===== config.mk =====
export PLATFORM = sky130hd
export DESIGN_NAME = hbp_ram
export DESIGN_NICKNAME = d
export VERILOG_FILES = /design/src/hdl/hbp_ram.sv
export SDC_FILE = /design/constraint.sdc
export NUM_CORES = 2
export LEC_CHECK = 0
export BUFFER_PORTS_ARGS = -buffer_cell sky130_fd_sc_hd__buf_2
export CORE_ASPECT_RATIO = 0.7
export CORE_MARGIN = 4
export CORE_UTILIZATION = 65
export CTS_CLUSTER_SIZE = 12
export DETAILED_ROUTE_END_ITERATION = 8
export PLACE_DENSITY = 0.81
export SETUP_SLACK_MARGIN = 0.4
export SKIP_LAST_GASP = 1
export SYNTH_ARGS = -nofsm -noshare
export SYNTH_HDL_FRONTEND = slang
export SYNTH_SLANG_ARGS = --single-unit

===== constraint.sdc =====
create_clock -name clk -period 3.95 [get_ports clk]
set_input_delay 0.1975 -clock clk [delete_from_list [all_inputs] [get_ports clk]]
set_output_delay 0.1975 -clock clk [all_outputs]
set_load 0.03 [all_outputs]

===== src/hdl/hbp_ram.sv =====
`timescale 1ns / 1ps
`default_nettype none

// Single port synchronous RAM, registered read.
module hbp_ram #(
	parameter int DEPTH = 256,
	parameter int WIDTH = 8
) (
	input  wire logic                       clk,
	input  wire logic                       en,
	input  wire logic                       we,
	input  wire logic [$clog2(DEPTH)-1:0]   addr,
	input  wire logic [WIDTH-1:0]           wdata,
	output logic      [WIDTH-1:0]           rdata
);

	logic [WIDTH-1:0] mem [DEPTH];

	always_ff @(posedge clk) begin
		if (en) begin
			if (we) begin
				mem[addr] <= wdata;
			end else begin
				rdata <= mem[addr];
			end
		end
	end

endmodule

`default_nettype wire


Yosys cells after proc, flatten, opt, wreduce, memory -nomap -nowiden
Memories as Yosys holds them, arrays and structs flattened. A register that Yosys moved wholly into a read port is not among the register bits.
Index checks and enable logic that the tools add are counted.
{"block": "totals", "register_bits": 0, "mem_bits_rw": 2048, "mem_count": 1, "output_inout_bits": 8, "inputBits": 19, "elab_cells": 6}
{"block": "classes", "mux": 3, "bitwise_logic": 1, "reduce_logical": 1}
{"name": "mem", "depth": 256, "width": 8, "read_ports": 1, "rd_ports_with_merged_regs": 1, "wr": 1, "line_no": "17", "text": "logic [WIDTH-1:0] mem [DEPTH];"}
{"operator": "1-bit two-way mux", "count": 3}
{"operator": "2-bit AND reduction", "count": 1}
{"operator": "1-bit inverter", "count": 1}

Logic depth before layout (Yosys ltp)
{"block": "depth", "ltp_word": 3, "depth_mapped": 9, "depth_no_buf": 5}

Least setup slack after synthesis
No wires, ideal clock.
{"block": "synth_timing", "path_type": "input to register", "startpoint": "in addr[0]", "endpoint": "mem mem[117][0] (enable)", "arrival_ns": 2.123, "required_time_ns": 3.580, "setup_time_ns": 0.370, "path_stages": 8, "path_buffers": 5, "path_slack_ns": 1.457, "path_cell_list": "buf_2 -> buf_6 -> buf_2 -> buf_2 -> nor3b_1 -> nand2_1 -> clkbuf_1 -> nor2_1"}
{"element": "start: declaration", "line_no": "12", "text": "input wire logic [$clog2(DEPTH)-1:0] addr,"}
{"element": "end: declaration", "line_no": "17"}
No word-level cell before the write port.

==> qor.yml <==
finish:
  fillers: 6068
  post-route-util_pct: 72.97
  final_common_cell: "edfxtp_1"
  final_cell_mix: "2,056 x edfxtp_1, 512 x mux4_2, 258 x nor2_1"
  instances_no_fill: 5428
  drive_gt1_share_pct: 26.99
  seq_area_um2: 61740
  area_delta_synth_final_pct: 11.25
  multi_input_area_um2: 15700
  fin_nets: 3798
critical_path:
  crit_type: "input port to flop"
  crit_chain: "buf_8, buf_12, mux4_2, a22oi_1, a21oi_1, o41ai_1, buf_4, nand4_1"
  rr_startpoint: "mem[140][6]"
  crit_path_end_kind: "flop"
  cp.required_ps: 4450
  cp_max_fo: 89
  critPathSlowestCell: "o41ai_1"
  cp_slowest_stage_delay_ps: 1240
  cp-start-kind: "input port"
  arrival_ps: 3890
  startpoint: "addr[1]"
grt:
  grt_max_degree: 145
  track_usage_pct: 34.14
  first_global_vias: 41526
  overflow: 0
  antenna_found_initial: 16
  grt_pass1_wl_um: 306300
drt:
  wl_per_cell_um: 38.89
  drc: 0
  wl_um: 211100
  ant_nets: 0
  vias_per_cell: 7.574
  firstDrtPassIters: 8
  vias: 41113
  dr.first_iter.drc_count: 7895
power_and_ir_drop:
  comb_power_share_pct: 4.8
  power.total_mw: 42.54
  clock_power_share_pct: 38.6
  p_sw_share_pct: 21.26
  power.density_nw_per_um2: 487.8
  max-vdd-ir-drop_v: 0.0005980
  p_leak_nw: 26.71
  power.internal_mw: 33.49
  pwr-share-seq_pct: 56.5
  power.switching_mw: 9.043
synth:
  ys_seq_area_share_pct: 78.77
  yosys.area_share.simple_pct: 1.606
  synth_fa_ha_area_share_pct: 0
  synth_cell_types: 21
  muxShareOfSynthArea_pct: 14.71
  ys_seq_elements: 2056
  syn_nets: 3545
  synth_xor_xnor_area_share_pct: 0
  syn_area_um2: 78380
  yosysWarnings: 0
  syn_inst: 3526
  synth_compound_area_share_pct: 3.627
  synth_top_family_by_area: "multiplexers"
  syn_area_per_cell_um2: 22.23
placed_design:
  post-place-cells: 5206
  gp_congestion: 0.8707
  dp_hpwl_um: 113500
  portBuffers: 26
sta:
  drv_slew: 9
  grt_setup_unrepaired: "no"
  fin_setup_tns_ps: 0
  tightest_slew_ps: 1503
  hold_slack_ps: 17.34
  period_needed_ps: 3385
  post-route-period-util_pct: 85.68
  hold_viol: 0
  finalSetupViolations: 0
  fin_skew_ps: 52.80
  max_freq_mhz: 295.5
  relSlewSlack_pct: -0.3853
worst_hold_path:
  hp-start: "wdata[5]"
  hold_path_class: "input port to flop"
clock_network:
  cts-root-buf: "clkbuf_16"
  cts_resized: 0
  cts_tree: "yes"
  clock_latency_ps: 810
  cts.path.max_buffers: 3
  cts_setup_buffers: 0
  numCtsBuffers: 190
  clkSinkCount: 2056
  clk_pin_slew_ps: 70
  cts_htree_levels: 4
floorplan:
  dieArea_um2: 126300
  io_pins: 27
  rows: 106
  die_y_um: 298.5
  design.core.area_um2: 119500
  dieWidth_um: 423.0
  start_util_pct: 65.59
outcome:
  violations: "max-capacitance violations, max-slew violations"
  status: "finished with violations"
flow_run:
  drv_cap: 1
-- sequential cells by signal (all words and copies together) (netlist names) --
| signal | cells |
|---|---|
| rdata | 8 |
| mem | 2048 |
-- power by group through the flow --
| stage | clock network [mW] | registers [mW] | logic (mW) |
|---|---|---|---|
| 5_1_grt | 17.4 | 24.0 | 2.13 |
| 4_1_cts | 16.4 | 24.0 | 2.02 |
| 3_3_place_gp | 0 | 24.5 | 1.91 |
| 6_report | 16.4 | 24.0 | 2.06 |
| 3_5_place_dp | 0 | 24.5 | 1.96 |
| 2_1_floorplan | 0 | 24.5 | 1.03 |
-- through the flow --
step | area, um2 | setup slack, ps
after global routing | 87180 | 473.4
after global placement | 82080 | 31.54
after detailed placement | 82080 | -23.24
after floorplan | 78380 | 1457
after CTS | 87170 | 703.8
final | 87190 | 565.5
-- layer usage --
metal | GRT usage, % | vias up | routed length [um]
met5 | 0 | - | 149
met2 | 51.36 | 4135 | 98530
met4 | 14.19 | 22 | 10040
met3 | 9.896 | 661 | 32270
met1 | 48.27 | 20953 | 70110
li1 | - | 15342 | -
-- cells in the mapped netlist --
master,count,area share [%]
nand3_1,4,0.026
nor2_1,259,1.2
clkbuf_1,143,0.68
a22oi_1,256,2.5
buf_6,9,0.13
nor3b_1,2,0.019
a21oi_1,128,0.82
nand2b_1,2,0.016
nor2b_1,7,0.056
and2_1,2,0.016
and4_1,1,0.011
nor3_1,1,0.0064
mux4_2,512,15
buf_1,21,0.10
or2_2,1,0.0080
o41ai_1,32,0.36
buf_2,41,0.26
nand2_1,30,0.14
buf_4,11,0.11
nand4_1,8,0.064
edfxtp_1,2056,79
-- cells by family after synthesis --
logic type / count (synthesis)
mux: 512
buf+inv: 225
flops: 2056
compound gates: 416
simple gates: 317
-- critical path: cells and delay by family --
| family | cells | cell delay, ps |
|---|---|---|
| multiplexers | 1 | 370 |
| AND/OR/NAND/NOR | 1 | 80 |
| buffers and inverters | 3 | 1320 |
| AO/OA/AOI/OAI | 3 | 1750 |
-- repair_timing --
item                       4_1_cts  5_1_grt
setup endpoints to repair        0        0
hold buffers                     1        0
hold endpoints to repair         6        0
-- path summary, 6_finish.rpt --
path | to | slack, ps | cells after the start
max | rdata[6] | 570 | 8
min | mem[73][5] | 20 | 1
min reg2reg | rdata[1] | 1160 | 5
max reg2reg | rdata[6] | 620 | 6
-- cell type report --
| type | count | share of cell area (%) |
|---|---|---|
| Antenna cell | 7 | 0.02009 |
| Multi-Input combinational cell | 1245 | 18.01 |
| Tap cell | 1620 | 2.325 |
| Timing Repair Buffer | 286 | 3.011 |
| Sequential cell | 2056 | 70.81 |
| Clock inverter | 14 | 0.2325 |
| Clock buffer | 200 | 5.594 |
No activity file was read; power rests on OpenSTA's default activity.
