<file path="config.mk">
export PLATFORM = sky130hd
export DESIGN_NAME = hbp_mapper
export DESIGN_NICKNAME = d
export VERILOG_FILES = /design/src/hdl/hbp_pkg.sv /design/src/hdl/hbp_mapper.sv
export SDC_FILE = /design/constraint.sdc
export NUM_CORES = 1
export LEC_CHECK = 0
export BUFFER_PORTS_ARGS = -buffer_cell sky130_fd_sc_hd__buf_4
export CAP_MARGIN = 20
export CORE_MARGIN = 2
export CORE_UTILIZATION = 50
export CTS_CLUSTER_DIAMETER = 150
export DETAILED_ROUTE_END_ITERATION = 10
export PLACE_DENSITY = 0.71
export SYNTH_ARGS = -nofsm -noshare
export SYNTH_HDL_FRONTEND = slang
export SYNTH_SLANG_ARGS = --single-unit
export TNS_END_PERCENT = 30
</file>
<file path="constraint.sdc">
create_clock -name clk -period 9.6 [get_ports clk]
set_input_delay 0 -clock clk [delete_from_list [all_inputs] [get_ports clk]]
set_output_delay 0 -clock clk [all_outputs]
set_load 0.02 [all_outputs]
</file>
<file path="src/hdl/hbp_pkg.sv">
`timescale 1ns / 1ps
`default_nettype none

package hbp_pkg;

	localparam int MAX_BUCKETS      = 256;
	localparam int SLOTS_PER_BUCKET = 16;
	localparam int BKT_W            = $clog2(MAX_BUCKETS);
	localparam int SLOT_W           = $clog2(SLOTS_PER_BUCKET);
	localparam int FILL_W           = SLOT_W + 1;
	localparam int ADDR_W           = BKT_W + SLOT_W;
	localparam int STORE_DEPTH      = MAX_BUCKETS * SLOTS_PER_BUCKET;
	localparam int SIG_W            = 64;
	localparam int VAL_W            = 32;
	localparam int ENTRY_W          = 2 * SIG_W + VAL_W;
	localparam int CNT_W            = 9;
	localparam int OP_W             = 2;
	localparam int STAT_W           = 2;

	typedef logic [OP_W-1:0]   op_t;
	typedef logic [STAT_W-1:0] status_t;

	localparam op_t OP_INSERT = 2'd0;
	localparam op_t OP_READ   = 2'd1;
	localparam op_t OP_CLEAR  = 2'd2;

	localparam status_t ST_OK   = 2'd0;
	localparam status_t ST_DUP  = 2'd1;
	localparam status_t ST_FULL = 2'd2;

	// entry store access: {high, low, value}
	typedef struct packed {
		logic               en;
		logic               we;
		logic [ADDR_W-1:0]  addr;
		logic [ENTRY_W-1:0] wdata;
	} entry_req_t;

	// fill count store access
	typedef struct packed {
		logic              en;
		logic              we;
		logic [BKT_W-1:0]  addr;
		logic [FILL_W-1:0] wdata;
	} fill_req_t;

endpackage

`default_nettype wire

</file>
<file path="src/hdl/hbp_mapper.sv">
`timescale 1ns / 1ps
`default_nettype none

// Bucket count register and multiply-shift bucket map.
module hbp_mapper (
	input  wire logic                        clk,
	input  wire logic                        arst_n,
	input  wire logic                        cfg_wr_en,
	input  wire logic [hbp_pkg::CNT_W-1:0]   cfg_wr_data,
	input  wire logic [hbp_pkg::SIG_W-1:0]   sig_high,
	output logic      [hbp_pkg::BKT_W-1:0]   bucket_s1
);

	import hbp_pkg::*;

	localparam int PROD_W = SIG_W + CNT_W + 1;

	logic [CNT_W-1:0]  bucket_count_q;
	logic [CNT_W-1:0]  n_eff;
	logic [PROD_W-1:0] prod;
	logic [PROD_W-SIG_W-1:0] raw;

	always_ff @(posedge clk or negedge arst_n) begin
		if (!arst_n) begin
			bucket_count_q <= CNT_W'(1);
		end else if (cfg_wr_en) begin
			bucket_count_q <= cfg_wr_data;
		end
	end

	// zero behaves as one, anything past the table size saturates
	always_comb begin
		if (bucket_count_q == '0) begin
			n_eff = CNT_W'(1);
		end else if (bucket_count_q > CNT_W'(MAX_BUCKETS)) begin
			n_eff = CNT_W'(MAX_BUCKETS);
		end else begin
			n_eff = bucket_count_q;
		end
	end

	// (high >> 1) * (2n), keep bits from 64 up
	assign prod = PROD_W'(sig_high[SIG_W-1:1]) * PROD_W'({n_eff, 1'b0});
	assign raw  = prod[PROD_W-1:SIG_W];

	always_ff @(posedge clk) begin
		if (raw >= (PROD_W-SIG_W)'(MAX_BUCKETS)) begin
			bucket_s1 <= BKT_W'(MAX_BUCKETS - 1);
		end else begin
			bucket_s1 <= raw[BKT_W-1:0];
		end
	end

endmodule

`default_nettype wire

</file>
-- Word-level counts from Yosys, hierarchy flattened
Cells that the tools add are included.
- mux-type cells: 2
- reduce and logical (&&, ||, !) cells: 1
- $lt $le $gt $ge: 2
- $mul: 1
- operators with widths (cell ; count):
    $mul 63x9->72 ; 1
    $mux 9 ; 2
    $ge 9x9->1 const B ; 1
    $gt 9x9->1 const B ; 1
    $logic_not 9->1 ; 1
- register bits after elaboration: 17
- word-level logic and storage cells: 8
- bits of input ports: 76
- output and inout port bits: 8

-- Longest topological paths before layout
- depth in word-level cells: 5
- gate-level depth with buffers: 23
- gate-level depth less buffers: 20

-- Worst setup path after synthesis
No wires, ideal clock.
- path type: register -> register
- from: register bucket_count_q[5]
- to: register bucket_s1[6] in the netlist's numbering
- slack: 3.749 ns
- setup time: 0.144 ns
- clock period less this slack: 5.851 ns
- data arrival time: 5.707 ns
- cell stages (with the launch flop): 22
- data required time: 9.456 ns
- path buffers: 1
- cells stage by stage: dfrtp_1 > or4_4 > o22ai_4 > clkbuf_1 > nand2_1 > fa_1 > inv_1 > fa_1 > fa_1 > inv_1 > fa_1 > inv_1 > ha_1 > a2111oi_0 > o21ai_1 > a31o_2 > a21oi_1 > o211ai_1 > o21ai_1 > o41ai_2 > xnor2_1 > o31ai_1
- cells in the longest elaborated chain, start to end: 5
- elaborated cells on any way between the ends: 6
- classes of those cells: mul: 1; order compare: 2; mux: 2; reduce/logical: 1
- RTL lines (element ; RTL line ; text):
    start, declared ; hbp_mapper.sv:18 ; logic [CNT_W-1:0] bucket_count_q;
    start signal, assigned ; hbp_mapper.sv:27 ; bucket_count_q <= cfg_wr_data;
    $gt 9x9->1 ; hbp_mapper.sv:35 ; end else if (bucket_count_q > CNT_W'(MAX_BUCKETS)) begin
    $mux 9 ; hbp_mapper.sv:35 ;
    $mux 9 * ; hbp_mapper.sv:33 ; if (bucket_count_q == '0) begin
    $mul 63x9->72 * ; hbp_mapper.sv:43 ; assign prod = PROD_W'(sig_high[SIG_W-1:1]) * PROD_W'({n_eff, 1'b0});
    $ge 9x9->1 ; hbp_mapper.sv:47 ; if (raw >= (PROD_W-SIG_W)'(MAX_BUCKETS)) begin
    end signal, assigned ; hbp_mapper.sv:48 ; bucket_s1 <= BKT_W'(MAX_BUCKETS - 1);
    end signal, assigned ; hbp_mapper.sv:50 ; bucket_s1 <= raw[BKT_W-1:0];
    end, declared ; hbp_mapper.sv:11 ; output logic [hbp_pkg::BKT_W-1:0] bucket_s1
Every way passes the cells marked *; elsewhere a longest branch is shown, timed or not.
A chain may end at the register's enable or synchronous reset.

-- Final worst setup path
- from: register bucket_count_q[8]
- to: register bucket_s1[6] in the netlist's numbering
Same word-level chain as after synthesis.

==> impl_metrics.tcl <==
set metrics [dict create \
    grt_overflow 0 \
    cp_slowest_cell "dfrtp_2" \
    grt_pass1_wl_um 72000 \
    grt_max_degree 64 \
    start_util_pct 50.8 \
    gp_congestion 0.886 \
    die-area_um2 35500 \
    fin_crit_sh_pct 77.4 \
    tritoncts "built" \
    total_leakage_power_nw 9.87 \
    maxCapViolCount 0 \
    clock_sink_count 17 \
    clockBufferDepth 2 \
    portBuffers 82 \
    die_h_um 189 \
    slew_headroom_pct 32.5 \
    fin_nets 2650 \
    crit_path_max_incr_delay_ns 0.72 \
    yosysMostFrequentCell "inv_1" \
    syn_nets 2660 \
    finalSetupTns_ns 0 \
    drive_above_1_share_pct 6.03 \
    cts_buffers 3 \
    fmax_ghz 0.135 \
    worst-path-max-fanout 35 \
    clkTransAtPathRegs_ns 0.05 \
    cts_max_level 1 \
    p_per_area_nw_per_um2 187 \
    max_slew.worst_pin.slew_ns 1.01 \
    finalPower_mw 3.38 \
    r2r_cells 21 \
    endpoint_kind "flop" \
    n_fill_cell 3105 \
    totalWireLength_um 41500 \
    dp.final_hpwl_um 33300 \
    skew_ns 0.00167 \
    cts_resized 0 \
    yosysTopAreaCell "fa_1" \
    crit_type "flop to flop" \
    first_pass_iters 5 \
    antenna_left 0 \
    worst-path-buf-inv 4 \
    synth_top_cell_area_share_pct 50.2 \
    cp.required_ns 9.70 \
    r2r_start "bucket_count_q[8]" \
    worstHoldEndpoint "bucket_count_q[0]" \
    synth_area_leaders "fa_1 (50%), inv_1 (12%), nand2_1 (8.8%)" \
    viasPerCell 5.29 \
    hold_path.class "primary input to flop" \
    synth_edf_count 0 \
    path_delay_family "adder cells" \
    ys_seq_area_share_pct 2.27 \
    synth_cell_types 56 \
    vias 13270 \
    drtIter0Drc 789 \
    placed_cells 2492 \
    hold_depth 2 \
    arrival_ns 7.53 \
    die_x_um 189 \
    crit_path_cell_trace "or4_1, o22ai_4, buf_4, nand2_1, fa_1, inv_1, fa_1, fa_1, inv_1, fa_1, inv_1, ha_1, a21oi_1, o21ai_0, a41o_1, o21ai_0, o211ai_1, o21ai_1, o41ai_2, xnor2_1, o31ai_1" \
    final_cells 2507 \
    path_common_cell "fa_1" \
    root_buffer "clkbuf_16" \
    syn-cell-area_um2 17000 \
    r2r_slack_ns 2.17 \
    cp-start-kind "flop" \
    core_um2 33500 \
    syn_avg_cell_area_um2 8.23 \
    syn_to_final_growth_pct 6.25 \
    setup_viol 0 \
    outcome "complete, no violations" \
    io_pins 84 \
    timing.rr.end "bucket_s1[6]" \
    maxSlewViolCount 0 \
    clkLatencyLatePin_ns 0.25 \
    drc 0 \
    peakVddDrop_v 0.000124 \
    hp-start "cfg_wr_en" \
    hold_viol_final 0 \
    grt_setup_unrepaired "no" \
    yosysWarningCount 0 \
    synth.top_cells.by_count "inv_1 (550), fa_1 (427), nand2_1 (398), and2_1 (209), ha_1 (88)" \
    antenna_found_initial 1 \
    period_needed_ns 7.43 \
    async_reset_ff_share_pct 52.9 \
    grt.total_usage_pct 24.9 \
    syn_inst 2069 \
    worstSetupPathDepth 21 \
    synth_seq_cells 17 \
    grt_pass1_vias 14835 \
    std_cell_rows 67 \
    synth_flop_cell "dfxtp_1" \
    wl_per_cell_um 16.6 \
]
repair_timing:
action / in CTS / in global routing
hold endpoints to repair: 18 / 0
buffers inserted: 0 / 0
hold buffers: 10 / 0
per-layer routing:
layer	up-vias	part of all wire, %	track usage (%)
li1	5943	-	-
met1	6761	42	32.9
met2	495	49	43.6
met3	71	6.7	3.20
met4	0	2.0	6.16
met5	-	0	0
kinds of logic after synthesis:
logic type | synth area share, %
simple gates | 19.3
buf+inv | 14.8
fa+ha+maj | 56.7
compound gates | 6.01
flops | 2.27
mux | 0.595
xor+xnor | 0.360
flip-flops by register name, indices dropped and copies added (netlist names):
signal,flops
bucket_s1,8
bucket_count_q,9
per-stage QoR:
stage / worst slack [ns] / hold WS [ns] / cell area (µm²) / utilization [%]
floorplan: 3.75 / -0.296 / 17000 / -
global placement: 2.38 / -0.174 / 17900 / 53.4
detailed placement: 2.24 / -0.171 / 17900 / 53.4
CTS: 2.23 / 0.00837 / 18100 / 54.0
global route: 1.69 / 0.0170 / 18100 / 54.0
finish: 2.17 / 0.00778 / 18100 / 54.0
where the power goes:
group | leakage (nW) | internal, mW | switching (mW)
logic | 9.66 | 1.27 | 1.92
registers | 0.170 | 0.0942 | 0.0137
clock network | 0.0382 | 0.0564 | 0.0265
total | 9.87 | 1.42 | 1.96
cell usage in the layout (no fill, tap or decap), types with 3 or more instances in the layout:
cell type / count
a2111oi_0: 4
a211oi_1: 13
a21o_1: 17
a21oi_1: 50
a31oi_1: 7
and2_1: 209
and3_1: 6
and4_1: 5
buf_4: 97
clkbuf_16: 3
dfrtp_1: 7
dfxtp_1: 8
dlygate4sd3_1: 10
fa_1: 427
ha_1: 88
inv_1: 550
mux2_2: 9
nand2_1: 398
nand3_1: 20
nand4_1: 10
nor2_1: 10
nor2b_4: 7
nor3_1: 10
nor4_1: 3
o211ai_1: 6
o21a_1: 5
o21ai_0: 32
xor2_1: 5
worst max path at each step:
| stage | startpoint | to |
|---|---|---|
| floorplan | bucket_count_q[5] | bucket_s1[6] |
| global placement | bucket_count_q[8] | bucket_s1[6] |
| detailed placement | bucket_count_q[8] | bucket_s1[6] |
| CTS | bucket_count_q[8] | bucket_s1[6] |
| global route | bucket_count_q[8] | bucket_s1[4] |
| finish | bucket_count_q[8] | bucket_s1[6] |
final cells by class:
type / instances / area [µm²] / area share, %
inverters: 550 / 2060 / 11.4
flip-flops and latches: 17 / 388 / 2.14
repair buffers: 107 / 828 / 4.58
diodes: 1 / 2.50 / 0.0138
multi-input cells: 1380 / 14200 / 78.3
well taps: 448 / 561 / 3.10
clock buffers: 4 / 78.8 / 0.436
Power figures use the tool's default switching activity.
