**src/hdl/hbp_pkg.sv**
```systemverilog
`timescale 1ns / 1ps
`default_nettype none

package hbp_pkg;

	localparam int MAX_BUCKETS      = 256;
	localparam int SLOTS_PER_BUCKET = 16;
	localparam int BKT_W            = $clog2(MAX_BUCKETS);
	localparam int SLOT_W           = $clog2(SLOTS_PER_BUCKET);
	localparam int FILL_W           = SLOT_W + 1;
	localparam int ADDR_W           = BKT_W + SLOT_W;
	localparam int STORE_DEPTH      = MAX_BUCKETS * SLOTS_PER_BUCKET;
	localparam int SIG_W            = 64;
	localparam int VAL_W            = 32;
	localparam int ENTRY_W          = 2 * SIG_W + VAL_W;
	localparam int CNT_W            = 9;
	localparam int OP_W             = 2;
	localparam int STAT_W           = 2;

	typedef logic [OP_W-1:0]   op_t;
	typedef logic [STAT_W-1:0] status_t;

	localparam op_t OP_INSERT = 2'd0;
	localparam op_t OP_READ   = 2'd1;
	localparam op_t OP_CLEAR  = 2'd2;

	localparam status_t ST_OK   = 2'd0;
	localparam status_t ST_DUP  = 2'd1;
	localparam status_t ST_FULL = 2'd2;

	// entry store access: {high, low, value}
	typedef struct packed {
		logic               en;
		logic               we;
		logic [ADDR_W-1:0]  addr;
		logic [ENTRY_W-1:0] wdata;
	} entry_req_t;

	// fill count store access
	typedef struct packed {
		logic              en;
		logic              we;
		logic [BKT_W-1:0]  addr;
		logic [FILL_W-1:0] wdata;
	} fill_req_t;

endpackage

`default_nettype wire

```
**src/hdl/hbp_seq.sv**
```systemverilog
`timescale 1ns / 1ps
`default_nettype none

// Operation sequencer: fill lookup, slot scan, write-back, entry read, clear, result register.
module hbp_seq (
	input  wire logic                          clk,
	input  wire logic                          arst_n,
	input  wire logic                          item_valid,
	output logic                               item_stall,
	input  wire hbp_pkg::op_t                  operation,
	input  wire logic [hbp_pkg::SIG_W-1:0]     signature_high,
	input  wire logic [hbp_pkg::SIG_W-1:0]     signature_low,
	input  wire logic [hbp_pkg::VAL_W-1:0]     entry_value,
	input  wire logic [hbp_pkg::BKT_W-1:0]     read_bucket,
	input  wire logic [hbp_pkg::SLOT_W-1:0]    read_slot,
	output logic      [hbp_pkg::SIG_W-1:0]     map_sig,
	input  wire logic [hbp_pkg::BKT_W-1:0]     map_bucket,
	output hbp_pkg::entry_req_t                entry_req,
	input  wire logic [hbp_pkg::ENTRY_W-1:0]   entry_rdata,
	output hbp_pkg::fill_req_t                 fill_req,
	input  wire logic [hbp_pkg::FILL_W-1:0]    fill_rdata,
	output logic                               result_valid,
	input  wire logic                          result_stall,
	output logic      [hbp_pkg::BKT_W-1:0]     bucket_number,
	output logic      [hbp_pkg::SLOT_W-1:0]    slot_number,
	output hbp_pkg::status_t                   status,
	output logic      [hbp_pkg::SIG_W-1:0]     stored_high,
	output logic      [hbp_pkg::SIG_W-1:0]     stored_low,
	output logic      [hbp_pkg::VAL_W-1:0]     stored_value,
	output logic      [hbp_pkg::FILL_W-1:0]    bucket_fill
);

	import hbp_pkg::*;

	localparam logic [2:0] S_IDLE  = 3'd0;
	localparam logic [2:0] S_MAP   = 3'd1;
	localparam logic [2:0] S_FILL  = 3'd2;
	localparam logic [2:0] S_FWAIT = 3'd3;
	localparam logic [2:0] S_SCAN  = 3'd4;
	localparam logic [2:0] S_RDREQ = 3'd5;
	localparam logic [2:0] S_DONE  = 3'd6;

	logic [2:0]             state_q;
	op_t                    op_q;
	logic [SIG_W-1:0]       sh_q;
	logic [SIG_W-1:0]       sl_q;
	logic [VAL_W-1:0]       val_q;
	logic [BKT_W-1:0]       rb_q;
	logic [SLOT_W-1:0]      rs_q;
	logic [BKT_W-1:0]       bucket_q;
	logic [FILL_W-1:0]      fill_q;
	logic [FILL_W-1:0]      issue_q;
	logic                   found_q;
	logic [SLOT_W-1:0]      dup_slot_q;
	logic                   cmp_vld_s1;
	logic [SLOT_W-1:0]      cmp_slot_s1;
	logic                   fvld_s1;
	logic [MAX_BUCKETS-1:0] fvalid_q;
	logic                   res_valid_q;
	logic [BKT_W-1:0]       res_bucket_q;
	logic [SLOT_W-1:0]      res_slot_q;
	status_t                res_status_q;
	logic [SIG_W-1:0]       res_high_q;
	logic [SIG_W-1:0]       res_low_q;
	logic [VAL_W-1:0]       res_value_q;
	logic [FILL_W-1:0]      res_fill_q;

	logic                   accept;
	logic                   out_free;
	logic                   finish;
	logic                   issuing;
	logic                   sig_match;
	logic                   room;
	logic                   do_write;
	logic [FILL_W-1:0]      rd_fill;

	assign accept    = item_valid && (state_q == S_IDLE);
	assign out_free  = !res_valid_q || !result_stall;
	assign finish    = (state_q == S_DONE) && out_free;
	assign issuing   = (state_q == S_SCAN) && (issue_q < fill_q) && !found_q;
	assign sig_match = cmp_vld_s1 && !found_q &&
		(entry_rdata[ENTRY_W-1:VAL_W] == {sh_q, sl_q});
	assign room      = fill_q < FILL_W'(SLOTS_PER_BUCKET);
	assign do_write  = finish && (op_q == OP_INSERT) && !found_q && room;
	assign rd_fill   = fvld_s1 ? fill_rdata : '0;

	assign item_stall = (state_q != S_IDLE);
	assign map_sig    = sh_q;

	always_comb begin
		entry_req.en    = issuing || do_write || (state_q == S_RDREQ);
		entry_req.we    = do_write;
		entry_req.wdata = {sh_q, sl_q, val_q};
		if (do_write) begin
			entry_req.addr = {bucket_q, fill_q[SLOT_W-1:0]};
		end else if (state_q == S_RDREQ) begin
			entry_req.addr = {rb_q, rs_q};
		end else begin
			entry_req.addr = {bucket_q, issue_q[SLOT_W-1:0]};
		end
	end

	always_comb begin
		fill_req.en    = (state_q == S_FILL) || (state_q == S_RDREQ) || do_write;
		fill_req.we    = do_write;
		fill_req.wdata = fill_q + FILL_W'(1);
		if (state_q == S_FILL) begin
			fill_req.addr = map_bucket;
		end else if (state_q == S_RDREQ) begin
			fill_req.addr = rb_q;
		end else begin
			fill_req.addr = bucket_q;
		end
	end

	// control
	always_ff @(posedge clk or negedge arst_n) begin
		if (!arst_n) begin
			state_q     <= S_IDLE;
			res_valid_q <= 1'b0;
			fvalid_q    <= '0;
			cmp_vld_s1  <= 1'b0;
			found_q     <= 1'b0;
		end else begin
			cmp_vld_s1 <= issuing;
			if (sig_match) begin
				found_q <= 1'b1;
			end
			// a finishing item refills the output register as the old one leaves
			if (finish) begin
				res_valid_q <= 1'b1;
			end else if (!result_stall) begin
				res_valid_q <= 1'b0;
			end
			case (state_q)
				S_IDLE: begin
					if (accept) begin
						found_q <= 1'b0;
						case (operation)
							OP_INSERT: state_q <= S_MAP;
							OP_READ:   state_q <= S_RDREQ;
							default:   state_q <= S_DONE;
						endcase
					end
				end
				S_MAP:   state_q <= S_FILL;
				S_FILL:  state_q <= S_FWAIT;
				S_FWAIT: state_q <= S_SCAN;
				S_SCAN: begin
					if (!issuing && !cmp_vld_s1) begin
						state_q <= S_DONE;
					end
				end
				S_RDREQ: state_q <= S_DONE;
				S_DONE: begin
					if (out_free) begin
						state_q <= S_IDLE;
						if (op_q == OP_CLEAR) begin
							fvalid_q <= '0;
						end else if (do_write) begin
							fvalid_q[bucket_q] <= 1'b1;
						end
					end
				end
				default: state_q <= S_IDLE;
			endcase
		end
	end

	// datapath
	always_ff @(posedge clk) begin
		if (accept) begin
			op_q  <= operation;
			sh_q  <= signature_high;
			sl_q  <= signature_low;
			val_q <= entry_value;
			rb_q  <= read_bucket;
			rs_q  <= read_slot;
		end
		if (fill_req.en && !fill_req.we) begin
			fvld_s1 <= fvalid_q[fill_req.addr];
		end
		if (state_q == S_FILL) begin
			bucket_q <= map_bucket;
		end
		if (state_q == S_FWAIT) begin
			fill_q  <= rd_fill;
			issue_q <= '0;
		end
		if (issuing) begin
			issue_q     <= issue_q + FILL_W'(1);
			cmp_slot_s1 <= issue_q[SLOT_W-1:0];
		end
		if (sig_match) begin
			dup_slot_q <= cmp_slot_s1;
		end
		if (finish) begin
			res_bucket_q <= '0;
			res_slot_q   <= '0;
			res_status_q <= ST_OK;
			res_high_q   <= '0;
			res_low_q    <= '0;
			res_value_q  <= '0;
			res_fill_q   <= '0;
			case (op_q)
				OP_INSERT: begin
					res_bucket_q <= bucket_q;
					if (found_q) begin
						res_status_q <= ST_DUP;
						res_slot_q   <= dup_slot_q;
						res_fill_q   <= fill_q;
					end else if (!room) begin
						res_status_q <= ST_FULL;
						res_fill_q   <= fill_q;
					end else begin
						res_slot_q <= fill_q[SLOT_W-1:0];
						res_fill_q <= fill_q + FILL_W'(1);
					end
				end
				OP_READ: begin
					res_bucket_q <= rb_q;
					res_slot_q   <= rs_q;
					res_fill_q   <= rd_fill;
					if ({1'b0, rs_q} < rd_fill) begin
						res_high_q  <= entry_rdata[ENTRY_W-1:SIG_W+VAL_W];
						res_low_q   <= entry_rdata[SIG_W+VAL_W-1:VAL_W];
						res_value_q <= entry_rdata[VAL_W-1:0];
					end
				end
				default: begin
					res_status_q <= ST_OK;
				end
			endcase
		end
	end

	assign result_valid  = res_valid_q;
	assign bucket_number = res_bucket_q;
	assign slot_number   = res_slot_q;
	assign status        = res_status_q;
	assign stored_high   = res_high_q;
	assign stored_low    = res_low_q;
	assign stored_value  = res_value_q;
	assign bucket_fill   = res_fill_q;

endmodule

`default_nettype wire

```
**config.mk**
```make
export PLATFORM = sky130hd
export DESIGN_NAME = hbp_seq
export DESIGN_NICKNAME = d
export VERILOG_FILES = /design/src/hdl/hbp_pkg.sv /design/src/hdl/hbp_seq.sv
export SDC_FILE = /design/constraint.sdc
export NUM_CORES = 1
export LEC_CHECK = 0
export BUFFER_PORTS_ARGS = -buffer_cell sky130_fd_sc_hd__buf_2
export CAP_MARGIN = 20
export CELL_PAD_IN_SITES_DETAIL_PLACEMENT = 0
export CELL_PAD_IN_SITES_GLOBAL_PLACEMENT = 2
export CORE_AREA = 2 2 304 306
export DETAILED_ROUTE_END_ITERATION = 6
export DIE_AREA = 0 0 306 308
export PLACE_DENSITY_LB_ADDON = 0.1
export SYNTH_ARGS = -nofsm -noshare
export SYNTH_HDL_FRONTEND = slang
export SYNTH_SLANG_ARGS = --single-unit
```
**constraint.sdc**
```tcl
create_clock -name clk -period 7.6 [get_ports clk]
set_input_delay 0.76 -clock clk [delete_from_list [all_inputs] [get_ports clk]]
set_output_delay 0.76 -clock clk [all_outputs]
set_load 0.05 [all_outputs]
```
# Yosys cells after proc, flatten, opt, wreduce, memory -nomap -nowiden
# Cells that the tools add are included.
totals:
  ff_bits: 642
  input_bits: 351
  output_inout_bits: 434
  wordCells: 114
classes:
  addsub: 2
  n_lt_le_gt_ge: 6
  eq_ne: 14
  mux: 32
  n_bitwise: 2
  n_reduce_logical: 33
op_table:
  columns: ["op", "n"]
  rows:
  - ["$mux W256", 2]
  - ["$or A256 B256 Y256", 1]
  - ["$eq A128 B128 Y1", 1]
  - ["$mux W5", 5]
  - ["$mux W12", 2]
  - ["$pmux W3 S7", 1]
  - ["$lt A8 B9 Y1 const B", 2]
  - ["$mux W8", 2]
  - ["$pmux W8 S2", 1]
  - ["$logic_and A1 B1 Y1", 12]
  - ["$add A5 B1 Y5 const B", 2]
  - ["$pmux W5 S2", 1]
  - ["$eq A3 B3 Y1 const B", 3]
  - ["$mux W3", 3]
  - ["$bmux W1 S8", 1]
  - ["$demux W1 S8", 1]
  - ["$ge A8 B1 Y1 const B", 1]
  - ["$mux W1", 8]
  - ["$mux W4", 2]
  - ["$pmux W4 S2", 1]
  - ["$eq A3 B2 Y1 const B", 2]
  - ["$logic_not A1 Y1", 6]
  - ["$pmux W3 S2", 1]
  - ["$reduce_and A3 Y1", 2]
  - ["17 further kinds", 26]

# Logic depth before layout (Yosys ltp)
depth:
  ltp_word: 8
  ltp_mapped: 14
  mapped_depth_nobuf: 10

# Least setup slack after synthesis
# OpenSTA, ideal clock, no wires.
synth_path:
  kind: "reg-to-output"
  from: "reg state_q[0]"
  to: "out entry_req[160] (netlist name)"
  arrival_time_ns: 5.772
  t_required_ns: 6.840
  path_slack_ns: 1.068
  path_stages_with_launch: 9
  n_path_buf: 3
  cell_sequence: "dfrtp_1 > buf_4 > nand2b_1 > or2_2 > a21oi_4 > nand2_1 > buf_2 > clkbuf_1 > a21oi_1"
synth_rtl:
  columns: ["item", "line_no", "rtl"]
  rows:
  - ["start: declaration", "hbp_seq.sv:43", "logic [2:0] state_q;"]
  - ["start signal: assignment", "hbp_seq.sv:119", "state_q <= S_IDLE;"]
  - ["start signal: assignment", "hbp_seq.sv:140", "OP_INSERT: state_q <= S_MAP;"]
  - ["start signal: assignment", "hbp_seq.sv:141", "OP_READ: state_q <= S_RDREQ;"]
  - ["end: declaration", "hbp_seq.sv:18", "output hbp_pkg::entry_req_t entry_req,"]

==> flow_summary.toml <==
[synth]
avgSynthCellArea_sq_um = 11.5
synth.net_count = 2796
async_flop_share_pct = 40.8
netlist.area_leader.share_pct = 40.7
synth_top_cell_by_area = "edfxtp_1"
ys_seq_area_share_pct = 64.0
synth.yosys.warnings = 0
yosys-top-cells-area = "edfxtp_1, dfrtp_1, a21oi_1, nor2_1, and2_1"
ys_ff_latch = 642
netlist-cell-type-count = 81
netlist_area_sq_um = 28100
ys.flop_type = "edfxtp_1"
synth_edf_count = 380
synthCells = 2434

[placement]
gp_congestion = 0.930
dp_hpwl_mm = 108
post_dp_cell_area_sq_um = 32900
placed_cells = 4238
port_buffers = 784

[clocking]
cts_made_buffers = 80
post_cts_buffers = 0
cts_sinks = 642
insertion_delay_ns = 0.65
cts_root_buf = "clkbuf_16"
cts.repair.resized = 0
cts.path.max_buffers = 3
cts_tree = "done"
hold_buffers = 0
clk_pin_slew_worst_paths_ns = 0.06
htreeDepth = 3

[grt]
gr-usage-met2_pct = 47.5
met3_usage_pct = 7.57
busiest_layer = "met2"
antenna_found_initial = 31
gr-usage-met1_pct = 35.2
grt_pass1_vias = 22469
grt_max_degree = 179
grt.total_usage_pct = 29.3
globalRouteOverflowTotal = 0
grt_pass1_wl_mm = 190

[setup_path]
crit_required_ns = 6.84
cp_slowest_stage_delay_ns = 1.05
crit_end = "fill_req[5]"
cp-startpoint = "state_q[2]"
crit_slowest_cell = "dfrtp_1"
worstPathCellList = "nand2_1 > o221ai_4 > nor2_4 > inv_4 > buf_4 > buf_2"
start_kind = "flop"
worstRegToRegCells = 11
crit_cells = 6
cp_num_buf_inv = 3
path_max_fanout = 52
crit_family = "buffers and inverters"
critPathKind = "flop to output port"
r2r_end = "fvld_s1"
crit-reg2reg-launch = "state_q[2]"
cp-end-kind = "output port"
regToRegSetupSlack_ns = 3.11
worstPathArrival_ns = 3.83

[final_layout]
fin_area_sq_um = 35600
layout_common_cells = "buf_2, edfxtp_1, nor2_1"
final_common_cell = "buf_2"
fin_util_pct = 39.1
drive_gt1_share_pct = 31.3
final_nets = 3497
fin_cells = 4399
area_growth_pct = 26.8

[power]
p_leak_nw = 15.8
powerDensity_nw_per_um2 = 406
peakVddDrop_mv = 0.280

[floorplan]
num_rows = 111
die_h_microns = 308
start_util_pct = 30.9
die_w_microns = 306
io_pins = 785
core_sq_um = 91000
die-area_sq_um = 94200

[route]
firstDrtPassIters = 7
drc = 0
via_per_inst = 5.15
ant_nets = 0
wl_per_cell_microns = 32.2
vias = 22634
drt_wl_total_mm = 141
drt_iter0_markers = 2046

[sta]
tns_ns = 0
hold_viol = 0
holdWs_ns = 0.114
clock_skew_ns = 0.0251
setup_viol = 0
min_period_over_period_pct = 60.4
worst_pin_slew_ns = 1.20
rsz0062_at_grt = "no"
slew_viol_final = 0
max_slew_margin_pct = 20.0
final.min_clock_period_ns = 4.59
maxClockFrequency_mhz = 218

[worst_hold_path]
min_path_type = "input port to async pin"

[job]
max_cap_violations = 0

[run_status]
status = "complete, no violations"
==> per-stage QoR <==
step	power, mW	setup WS (ns)
floorplan	8.55	1.07
global placement	10.5	3.24
detailed placement	10.6	3.15
CTS	14.5	3.05
global route	14.9	2.81
finish	14.4	3.01
==> cell usage after synthesis, types with 13 or more instances <==
master    instances
a221oi_1         14
edfxtp_1        380
mux2i_1          74
buf_2            31
and2_1          167
nand2b_1         13
nand3_1          61
inv_1            76
nor3_1           32
clkbuf_1         96
o21ai_0          20
nor2_1          330
o22ai_1          19
nand2_1         164
a211oi_1         15
nor4_1           25
buf_4            74
xnor2_1          51
xor2_1           31
nand4_1          24
dfrtp_1         262
a21oi_1         287
nor3b_1          15
==> per-layer routing <==
metal  part of all wire (%)  up-vias
li1                       -     9926
met1                     39    11513
met2                     47      943
met3                    7.3      232
met4                    6.8       20
met5                  0.093        -
==> report_power, final <==
group | leakage, nW | switching [mW] | internal, mW
clock network | 1.31 | 1.57 | 2.36
registers | 7.23 | 0.426 | 4.39
logic | 7.27 | 4.52 | 1.18
total | 15.8 | 6.51 | 7.93
==> worst min-delay path by stage <==
stage                   startpoint            end  slack, ns  depth (start not counted)
finish                      arst_n   fvalid_q[25]       0.11                          1
global route                arst_n   fvalid_q[25]       0.15                          1
CTS                         arst_n   fvalid_q[25]       0.10                          1
detailed placement  cmp_slot_s1[2]  dup_slot_q[2]       0.41                          0
global placement    cmp_slot_s1[2]  dup_slot_q[2]       0.40                          0
floorplan           cmp_slot_s1[0]  dup_slot_q[0]       0.40                          0
==> area by class of cell <==
type	instances	area (sq um)
diodes	16	40.0
clock inverters	40	397
well taps	1186	1480
fillers	9000	55400
repair buffers	834	4370
clock buffers	104	2270
multi-input cells	1497	8760
flip-flops and latches	642	18000
inverters	80	303
==> state kept, by name, summed over array words and instances (netlist names), 3 cells and up <==
register       cells
stored_low        64
bucket_number      8
dup_slot_q         4
stored_high       64
slot_number        4
cmp_slot_s1        4
state_q            3
bucket_fill        5
map_sig           64
fvalid_q         256
bucket_q           8
issue_q            5
val_q             32
rb_q               8
stored_value      32
fill_q             5
sl_q              64
rs_q               4
==> cells by family (layout without fill, tap and decap cells) <==
| family | Yosys count | after routing | synth area share [%] |
|---|---|---|---|
| compound gates | 447 | 447 | 9.66 |
| xor+xnor | 82 | 82 | 2.56 |
| fa+ha+maj | 11 | 11 | 0.490 |
| mux | 86 | 86 | 3.13 |
| flops | 642 | 642 | 64.0 |
| other cells | 0 | 16 | 0 |
| simple gates | 871 | 871 | 14.9 |
| buf+inv | 295 | 1058 | 5.28 |
==> worst reg2reg max path, delay by kind of cell (launching register included) <==
kind            cells  cell delay [ns]
compound gates      4             1.10
flops               1             1.05
buf+inv             2             1.03
mux                 3             0.63
simple gates        2             0.43
No activity file was read; power rests on OpenSTA's default activity.
